$ cat src/blsi_pkg.sv
// ----------------------------------------------------------------------------
// blsi_pkg
// Shared constants and types for the box / line-segment intersection test.
// ----------------------------------------------------------------------------
package blsi_pkg;

    // Default coordinate width: signed 24.8 fixed point.
    localparam int COORD_WIDTH_DEF = 32;

    // Outcome of the comparison-only rules, settled before any product is formed.
    typedef struct packed {
        logic done;  // answer is known without the cross products
        logic hit;   // that answer
    } t_early;

endpackage

$ cat src/blsi_setup.sv
// ----------------------------------------------------------------------------
// blsi_setup
// Containment and per-axis range checks; registers the entry and exit
// distances and segment lengths for the cross-product stage.
// ----------------------------------------------------------------------------
module blsi_setup #(
    parameter int COORD_WIDTH = blsi_pkg::COORD_WIDTH_DEF,
    localparam int DW = COORD_WIDTH + 1
) (
    input  logic                          i_clk,
    input  logic                          i_rst_n,
    input  logic                          i_valid,
    output logic                          o_ready,
    input  logic signed [COORD_WIDTH-1:0] i_bx0,
    input  logic signed [COORD_WIDTH-1:0] i_by0,
    input  logic signed [COORD_WIDTH-1:0] i_bx1,
    input  logic signed [COORD_WIDTH-1:0] i_by1,
    input  logic signed [COORD_WIDTH-1:0] i_ax,
    input  logic signed [COORD_WIDTH-1:0] i_ay,
    input  logic signed [COORD_WIDTH-1:0] i_ex,
    input  logic signed [COORD_WIDTH-1:0] i_ey,
    input  logic                          i_ready,
    output logic                          o_valid,
    output blsi_pkg::t_early              o_early,
    output logic signed [DW-1:0]          o_t1,
    output logic signed [DW-1:0]          o_t2,
    output logic signed [DW-1:0]          o_t3,
    output logic signed [DW-1:0]          o_t4,
    output logic signed [DW-1:0]          o_xl,
    output logic signed [DW-1:0]          o_yl
);

    logic signed [DW-1:0] bx0, by0, bx1, by1, ax, ay, ex, ey;
    logic signed [DW-1:0] xd, yd;
    logic                 x_zero, y_zero, x_neg, y_neg;
    logic                 x_miss, y_miss, in_box;
    blsi_pkg::t_early     n_early;
    logic signed [DW-1:0] n_t1, n_t2, n_t3, n_t4, n_xl, n_yl;

    logic                 r_valid;
    blsi_pkg::t_early     r_early;
    logic signed [DW-1:0] r_t1, r_t2, r_t3, r_t4, r_xl, r_yl;

    assign bx0 = DW'(i_bx0);
    assign by0 = DW'(i_by0);
    assign bx1 = DW'(i_bx1);
    assign by1 = DW'(i_by1);
    assign ax  = DW'(i_ax);
    assign ay  = DW'(i_ay);
    assign ex  = DW'(i_ex);
    assign ey  = DW'(i_ey);

    always_comb begin
        in_box = ((ax >= bx0) && (ax <= bx1) && (ay >= by0) && (ay <= by1)) ||
                 ((ex >= bx0) && (ex <= bx1) && (ey >= by0) && (ey <= by1));

        xd     = ex - ax;
        yd     = ey - ay;
        x_zero = (xd == '0);
        y_zero = (yd == '0);
        x_neg  = xd[DW-1];
        y_neg  = yd[DW-1];

        // Distances are taken along the direction of travel on each axis.
        if (x_neg) begin
            n_t1 = ax - bx1;
            n_t2 = ax - bx0;
            n_xl = -xd;
        end else begin
            n_t1 = bx0 - ax;
            n_t2 = bx1 - ax;
            n_xl = xd;
        end
        if (y_neg) begin
            n_t3 = ay - by1;
            n_t4 = ay - by0;
            n_yl = -yd;
        end else begin
            n_t3 = by0 - ay;
            n_t4 = by1 - ay;
            n_yl = yd;
        end

        // A zero-length axis only needs the fixed coordinate inside the span.
        if (x_zero) begin
            x_miss = (ax < bx0) || (ax > bx1);
        end else begin
            x_miss = ((n_t1 < 0) || (n_t1 > n_xl)) && ((n_t2 < 0) || (n_t2 > n_xl));
        end
        if (y_zero) begin
            y_miss = (ay < by0) || (ay > by1);
        end else begin
            y_miss = ((n_t3 < 0) || (n_t3 > n_yl)) && ((n_t4 < 0) || (n_t4 > n_yl));
        end

        if (in_box) begin
            n_early = '{done: 1'b1, hit: 1'b1};
        end else if (x_miss || y_miss) begin
            n_early = '{done: 1'b1, hit: 1'b0};
        end else if (x_zero || y_zero) begin
            n_early = '{done: 1'b1, hit: 1'b1};
        end else begin
            n_early = '{done: 1'b0, hit: 1'b0};
        end
    end

    assign o_ready = !r_valid || i_ready;

    always_ff @(posedge i_clk) begin
        if (!i_rst_n) begin
            r_valid <= 1'b0;
        end else if (o_ready) begin
            r_valid <= i_valid;
        end
    end

    always_ff @(posedge i_clk) begin
        if (i_valid && o_ready) begin
            r_early <= n_early;
            r_t1    <= n_t1;
            r_t2    <= n_t2;
            r_t3    <= n_t3;
            r_t4    <= n_t4;
            r_xl    <= n_xl;
            r_yl    <= n_yl;
        end
    end

    assign o_valid = r_valid;
    assign o_early = r_early;
    assign o_t1    = r_t1;
    assign o_t2    = r_t2;
    assign o_t3    = r_t3;
    assign o_t4    = r_t4;
    assign o_xl    = r_xl;
    assign o_yl    = r_yl;

endmodule

$ cat config.mk
export PLATFORM = sky130hd
export DESIGN_NAME = blsi_setup
export DESIGN_NICKNAME = d
export VERILOG_FILES = /design/src/blsi_pkg.sv /design/src/blsi_setup.sv
export SDC_FILE = /design/constraint.sdc
export NUM_CORES = 1
export LEC_CHECK = 0
export BUFFER_PORTS_ARGS = -buffer_cell sky130_fd_sc_hd__buf_2
export CAP_MARGIN = 0
export CORE_ASPECT_RATIO = 1.2
export CORE_MARGIN = 2
export CORE_UTILIZATION = 61
export CTS_BUF_LIST = sky130_fd_sc_hd__clkbuf_2
export DETAILED_ROUTE_END_ITERATION = 10
export GPL_TIMING_DRIVEN = 0
export HOLD_SLACK_MARGIN = 0.1
export PLACE_DENSITY_LB_ADDON = 0.1
export SKIP_CTS_REPAIR_TIMING = 1
export SYNTH_ARGS = -nofsm -noshare
export SYNTH_HDL_FRONTEND = slang
export SYNTH_SLANG_ARGS = --single-unit
$ cat constraint.sdc
create_clock -name i_clk -period 9.3 [get_ports i_clk]
set_clock_uncertainty 0.15 [all_clocks]
set_input_delay 1.395 -clock i_clk [delete_from_list [all_inputs] [get_ports i_clk]]
set_output_delay 1.395 -clock i_clk [all_outputs]
set_load 0.005 [all_outputs]
==> out/summary.txt, run 1 <==
first-pass GRT wire length: 174,000 µm
antenna violations before repair: 15
kind of critical path: in2reg
Flop pwr share: 24.7%
Slew Limit Fails: 0
DP Wirelength: 101,400 µm
RSZ-0062 raised after global routing: no
post-layout worst setup margin: 0.4189 ns
crit start category: input pin
DR iter-0 viols: 3,465
Lkg Pwr: 0.01729 µW
Sw Share: 48.00%
Netlist cell types: 102
Initial Util: 61.76%
vias in the first global route: 30,270
share of layout cells above drive strength 1: 13.57%
Worst Path Max Fanout: 10
Placeable Area: 51,350 µm²
CTS tree: yes
worst slew pin tran: 1.246 ns
Cells after Synth: 3,950
commonest non-fill, non-tap cell in the layout: ha_1
Peak VDD IR: 0.0001498 V
Residual DRC: 0
clk sinks: 201
net load switching power: 2491 µW
most area-consuming cells after synthesis: ha_1 23%, edfxtp_1 19%, a21oi_1 6.8%
combinational power share: 62.1%
max-cap viol count: 0
Critical Path End Type: register
max incr delay on CP: 0.75 ns
Syn Area/Cell: 8.029 µm²
Std-Cell Rows: 91
Achievable Freq: 0.1126 GHz
ys flop type: edfxtp_1
H-tree depth: 2
Int Power: 2698 µW
M3 GR Usage: 8.169%
register area share after synthesis: 19.00%
ANT nets after route: 0
leading area contributor after synthesis: ha_1
Crit path top cell by count: clkbuf_1
clock transition at the registers of the reported paths: 0.16 ns
FILL cells: 4,517
Total Power: 5189 µW
via count: 32,580
CP Buf/Inv Count: 5
Synth top area share: 23.04%
I/O Pins: 462
Pre-antenna DRT Iters: 6
Slew headroom: 15.87%
Layout Area Growth over Synthesis: 12.09%
Hold Worst Slack: 0.3885 ns
met1 usage: 56.14%
Power Dens Cells: 146.0 nW/µm²
Post-synth EDFFs: 200
Finished Cell Area: 35,550 µm²
Tightest Hold Check Type: in2reg
drt wl/cell: 22.80 µm
root buf cell: clkbuf_2
via density per instance: 6.246
final hold viol count: 0
crit path time final: 8.881 ns
largest net degree at the start of global routing: 72
die width: 212.2 µm
GR Util met2: 65.77%
pre-CTS setup slack: -0.7775 ns
Die Y-Extent: 253.8 µm
PortBufs: 461
ys async rst share: 0%
Util after Layout: 69.23%
Final Setup Violations: 0
global-route usage over all layers: 42.95%
Die ar.: 53,840 µm²
worst skew pair latency: 1.13 ns
outcome: finished, final reports clean
final period utilization: 95.50%
Most Crowded Layer GR: met2
gpl congestion: 1.038
DRT Wirelength: 118,900 µm
most frequent cells in the layout: 584 x ha_1, 465 x buf_2, 431 x a21oi_1, 344 x inv_1, 275 x nor2_1
critical path required time: 9.91 ns
crit path DAT: 9.49 ns
NumNets Final: 5,323
Post-Syn Nets: 4,804
Post-DP Area: 34,980 µm²
Overflow after GRT: 0
slowest stage cell, crit path: or4_1
Num CTS Buffers: 52
Clk pwr share: 13.2%
FF+latch count, synth: 201
clk buf depth: 3
crit-path leading delay family: compound AO/OA/AOI/OAI gates
Mapped Area: 31,720 µm²
total number of yosys warnings: 0
-- power groups by stage --
stage | clock network [µW] | registers [µW] | logic (µW)
global placement | 0 | 1310 | 3020
CTS | 689 | 1280 | 3120
global route | 730 | 1290 | 3490
floorplan | 0 | 1310 | 2020
detailed placement | 0 | 1300 | 3090
finish | 685 | 1280 | 3220
-- registers in the layout, summed over array words and instances (netlist names) --
| signal | count |
|---|---|
| o_early | 2 |
| o_valid | 1 |
| o_yl | 33 |
| o_t3 | 33 |
| o_xl | 33 |
| o_t2 | 33 |
| o_t4 | 33 |
| o_t1 | 33 |
-- worst paths after layout --
path              slack [ns]  startpoint          to  depth (start not counted)
setup / recovery        0.42     i_ex[0]  o_early[1]                         28
hold / removal          0.39     i_rst_n     o_valid                          2
hold reg to reg         0.47     o_valid     o_valid                          2
setup reg to reg        7.28     o_valid    o_t3[31]                          4
-- Yosys cell counts (all sizes together), types with 31 or more instances --
cell,instances
nand2b,58
nand3,75
nor4,31
o21ai,250
ha,584
a211oi,36
clkbuf,136
o21a,44
edfxtp,200
xor2,147
a21o,198
nand4,86
xnor2,192
a31oi,37
nand2,254
o31ai,35
inv,344
nor2,277
nor2b,64
o21bai,50
nor3,53
and2,32
a21oi,433
-- routing by layer --
| metal | wire [µm] | vias to the layer above |
|---|---|---|
| met5 | 61 | - |
| met4 | 8187 | 10 |
| met3 | 12130 | 395 |
| met2 | 50820 | 1863 |
| li1 | - | 15350 |
| met1 | 47720 | 14960 |
-- cells by family (layout without fill, tap and decap cells) --
kind of cell | count (synthesis) | count (layout) | share of synthesized area [%]
flops | 201 | 201 | 19.00
buf+inv | 505 | 1059 | 6.040
mux | 19 | 19 | 0.6194
fa+ha+maj | 594 | 594 | 23.67
compound gates | 1250 | 1250 | 24.89
xor+xnor | 339 | 339 | 9.445
simple gates | 1042 | 1042 | 16.34
other cells | 0 | 15 | 0
-- worst reg2reg max path, cell delays in order, from the launching register on --
cell and delay [ns]:
dfxtp_1 0.35, nand2b_1 0.11, and2_4 0.18, buf_16 0.32
buf_16 0.37
-- final cells by class --
class | count | area (µm²) | area share, %
well taps | 697 | 872.1 | 2.453
plain buffers | 160 | 623.1 | 1.753
clock inverters | 19 | 161.4 | 0.4540
clock buffers | 70 | 350.3 | 0.9855
diodes | 15 | 37.54 | 0.1056
multi-input cells | 3244 | 23790 | 66.92
inverters | 345 | 1295 | 3.643
flip-flops and latches | 201 | 6026 | 16.95
repair buffers | 465 | 2395 | 6.736
-- metrics by stage --
step | instances | setup TNS [ns]
2_1_floorplan | 3950 | 0
6_report | 5216 | 0
3_3_place_gp | 5108 | -1.104
4_1_cts | 5200 | 0
3_5_place_dp | 5111 | -1.188
5_1_grt | 5209 | 0
Power figures use the tool's default switching activity.
==> run 2, diff against run 1 <==
ABC_AREA = 1   (was not set)
CORE_UTILIZATION = 65   (was 61)
clock period = 10.8 ns   (was 9.3 ns; I/O delays follow)
==> run 2 against run 1 <==
The flow now stops in global routing (5_1_grt). Synthesized cell count up 23%. Area after synthesis grew 6.0%.
==> out/summary.txt, run 2 <==
first-pass GRT wire length: 265,600 µm
leading area contributor after synthesis: ha_1
Post-synth EDFFs: 200 (unchanged)
Initial Util: 65.64% (+3.9 points)
Overflow after GRT: 47
FF+latch count, synth: 201 (unchanged)
DP Wirelength: 128,600 µm (+27%)
die width: 211.6 µm (-0.24%)
ys async rst share: 0% (unchanged)
Netlist cell types: 77 (-25%)
gpl congestion: 1.225 (+18%)
Cells after Synth: 4,874 (+23%)
vias in the first global route: 41,270
ys flop type: edfxtp_1
Synth top cells by count: 795 x nand2_1, 780 x inv_1, 584 x ha_1
clk buf depth: 3 (unchanged)
most numerous cell in the Yosys netlist: nand2_1
Mapped Area: 33,630 µm² (+6.0%)
global-route usage over all layers: 67.67%
I/O Pins: 462 (unchanged)
Syn Area/Cell: 6.900 µm² (-14%)
most area-consuming cells after synthesis: ha_1 22%, edfxtp_1 18%, nand2_1 8.9%
clk sinks: 201 (unchanged)
outcome: stopped before the end
Std-Cell Rows: 91 (unchanged)
register area share after synthesis: 17.92% (-1.1 points)
PortBufs: 461 (unchanged)
largest net degree at the start of global routing: 36
total number of yosys warnings: 0 (unchanged)
root buf cell: clkbuf_2
Post-Syn Nets: 5,728 (+19%)
Die Y-Extent: 253.2 µm (-0.24%)
H-tree depth: 2 (unchanged)
Stop stage: global routing (5_1_grt)
Num CTS Buffers: 47 (-9.6%)
Synth top area share: 21.73% (-1.3 points)
stop err: [ERROR GRT-0116] Global routing finished with congestion. Check the congestion regions in the DRC Viewer.
==> run 2: changes by cell type after synthesis, sizes merged, moves of 28 or more <==
| cell | before | now |
|---|---|---|
| a21o | 198 | 13 |
| a21oi | 433 | 588 |
| and2 | 32 | 4 |
| clkbuf | 136 | 91 |
| inv | 344 | 796 |
| nand2 | 254 | 815 |
| nand2b | 58 | 0 |
| nand3 | 75 | 134 |
| nor2 | 277 | 461 |
| nor2b | 64 | 0 |
| o21ai | 250 | 443 |
| o21bai | 50 | 18 |
| xnor2 | 192 | 65 |
| xor2 | 147 | 247 |
==> run 2: logic make-up after synthesis <==
family / after synthesis / share of synthesized area, %
simple gates: 1617 / 20.43
mux: 14 / 0.4204
flops: 201 / 17.92
compound gates: 1229 / 20.38
fa+ha+maj: 594 / 22.32
buf+inv: 907 / 10.20
xor+xnor: 312 / 8.327
==> run 2: stage by stage <==
step	instance area (µm²)	hold slack, ns	worst slack [ns]	std cells
3_5_place_dp	36920	0.4154	2.405	5993
4_1_cts	37360	0.4376	3.374	6072
2_1_floorplan	33630	0.3858	2.691	4874
3_3_place_gp	36760	0.3542	0.5604	5986
==> run 2: metal layers <==
metal,track usage (%),overflow
met5,9.320,0
met4,75.29,21
met3,45.34,0
met2,90.64,26
met1,64.58,0
==> run 3, diff against run 2 <==
CORE_ASPECT_RATIO = not set   (was 1.2)
CORE_UTILIZATION = 40   (was 65)
CTS_BUF_LIST = not set   (was sky130_fd_sc_hd__clkbuf_2)
HOLD_SLACK_MARGIN = not set   (was 0.1)
PLACE_DENSITY_LB_ADDON = 0.15   (was 0.1)
==> run 3 against run 2 <==
Area after synthesis unchanged. The flow now finishes, with violations (capacitance limit, slew limit). Synthesized cell count did not move.
==> out/summary.txt, run 3 <==
Tightest Hold Check Type: reg2reg
largest family of logic cells by synthesized area: adder cells
Die Y-Extent: 294.0 µm (+16%)
drt wl/cell: 24.88 µm
Worst Path Max Fanout: 10
Peak VDD IR: 0.0001247 V
I/O Pins: 462 (unchanged)
worst slew pin tran: 1.518 ns
GR Util met2: 63.09%
Std-Cell Rows: 106 (+16%)
DP Wirelength: 143,600 µm (+12%)
die width: 294.0 µm (+39%)
Slew Limit Fails: 3
Lkg Pwr: 0.01913 µW
crit path time final: 8.564 ns
Post-synth EDFFs: 200 (unchanged)
simple-gate portion of the synthesized area: 20.43% (unchanged)
Die ar.: 86,410 µm²
hold wc startpoint: o_valid
via density per instance: 5.605
M3 GR Usage: 3.754%
Placeable Area: 83,420 µm²
max incr delay on CP: 0.73 ns
Syn Area/Cell: 6.900 µm² (unchanged)
via count: 36,250
PortBufs: 461 (unchanged)
most area-consuming cells after synthesis: ha_1 22%, edfxtp_1 18%, nand2_1 8.9%
RR Endpoint: o_t1[1]
DR iter-0 viols: 3,358
pre-CTS setup slack: 1.831 ns (-0.5730 ns)
Synth top area share: 21.73% (unchanged)
first-pass GRT wire length: 227,200 µm
share of layout cells above drive strength 1: 11.93%
Num CTS Buffers: 25 (-47%)
worst hold path depth: 2
Layout Area Growth over Synthesis: 13.73%
RSZ-0062 raised after global routing: no
largest net degree at the start of global routing: 30
clk buf depth: 3 (unchanged)
R2R cell count: 5
FILL cells: 8,928
gpl congestion: 1.050 (-14%)
ys flop type: edfxtp_1
post-layout worst setup margin: 2.236 ns
CTS tree: yes
Mapped Area: 33,630 µm² (unchanged)
Total Power: 5252 µW
Reg2Reg Setup Slack: 8.38 ns
TNS Setup: 0 ns
non-filler instance count after layout: 6,468
crit start category: input pin
kind of critical path: in2reg
register area share after synthesis: 17.92% (unchanged)
mux share of post-synthesis cell area: 0.4204% (unchanged)
clk sinks: 201 (unchanged)
failing checks: capacitance limit, slew limit
worst skew pair latency: 0.55 ns
vias in the first global route: 34,950
critical path required time: 10.97 ns
commonest non-fill, non-tap cell in the layout: nand2_1
outcome: finished, violations left
Pre-antenna DRT Iters: 6
crit path DAT: 8.74 ns
H-tree depth: 1 (-1)
n_diodes: 0
final period utilization: 79.30%
max-cap viol count: 1
Placed Cells incl. Taps: 6,423 (+7.2%)
Achievable Freq: 0.1168 GHz
Overflow after GRT: 0
final hold viol count: 0
Power Dens Cells: 137.3 nW/µm²
Slew headroom: -2.534%
Final Setup Violations: 0
post-synthesis xor/xnor area fraction: 8.327% (unchanged)
Cells after Synth: 4,874 (unchanged)
met1 usage: 41.34%
Netlist cell types: 77 (unchanged)
ANT nets after route: 0
adder and majority gate portion of the synthesized area: 22.32% (unchanged)
clock transition at the registers of the reported paths: 0.06 ns
root buf cell: clkbuf_16
Critical Path End Type: register
Residual DRC: 0
Synth top cells by count: 795 x nand2_1, 780 x inv_1, 584 x ha_1
global-route usage over all layers: 36.02%
slowest stage cell, crit path: clkbuf_1
Synth Area in Compound Gates: 20.38% (unchanged)
worst r2r src: o_valid
Crit path top cell by count: nand2_1
ys async rst share: 0% (unchanged)
leading area contributor after synthesis: ha_1
most numerous cell in the Yosys netlist: nand2_1
DRT Wirelength: 160,900 µm
total number of yosys warnings: 0 (unchanged)
Initial Util: 40.31% (-25 points)
NumNets Final: 6,224
FF+latch count, synth: 201 (unchanged)
Post-Syn Nets: 5,728 (unchanged)
Most Crowded Layer GR: met2
Worst Hold End: o_valid
antenna violations before repair: 6
most frequent cells in the layout: 795 x nand2_1, 780 x inv_1, 584 x ha_1, 577 x a21oi_1, 472 x buf_2
## run 3: worst max-delay path by stage
stage / endpoint / slack (ns) / from
finish: o_early[1] / 2.24 / i_ax[3]
global route: o_early[1] / 2.09 / i_ax[3]
CTS: o_early[1] / 2.41 / i_ax[3]
detailed placement: o_early[1] / 1.83 / i_ax[0]
global placement: o_t1[7] / -0.28 / i_ready
floorplan: o_early[0] / 2.69 / i_ready
## run 3: final cells by class
class                      instances  area [µm²]  share of cell area, %
tap                             1080        1351                  3.533
timing repair buffer             469        2460                  6.431
sequential                       201        6026                  15.75
inverter                         799        2999                  7.841
buffer                           108       430.4                  1.125
multi-input combinational       3766       24190                  63.23
clock inverter                    17       158.9                 0.4155
clock buffer                      28       636.9                  1.665
## run 3: cells by family after synthesis
kind of cell,count (synthesis)
buffers and inverters,907
DFF,201
adders and majority gates,594
and+or+nand+nor,1617
xor gates and xnor gates,312
AOI/OAI and AO/OA,1229
muxes,14
## run 3: critical path, delay by kind of cell
| kind | cells | cell delay [ns] |
|---|---|---|
| multiplexers | 1 | 0.26 |
| AND/OR/NAND/NOR | 21 | 2.72 |
| buffers and inverters | 7 | 1.69 |
| AO/OA/AOI/OAI | 8 | 1.59 |
| adder cells (fa/ha/maj) | 2 | 0.81 |
## run 3: layer usage
metal	up-vias	routed length [µm]
met5	-	44
met4	6	13160
met3	424	10070
met2	1591	76630
met1	16870	61000
li1	17370	-
## run 3: report_power, final
group / internal, µW / total [µW] / leakage [µW] / switching, µW
Clock: 476 / 848 / 0.000390 / 372
Sequential: 1070 / 1140 / 0.00195 / 64.3
Combinational: 995 / 3270 / 0.0168 / 2270
## run 3: per-stage QoR
stage,hold WS [ns],cell area [µm²],utilization (%)
after detailed placement,0.4129,37450,44.89
after global placement,0.3613,37290,44.70
after global routing,0.4512,38250,45.85
after floorplan,0.3858,33630,-
final,0.4139,38250,45.85
after CTS,0.4222,38250,45.85
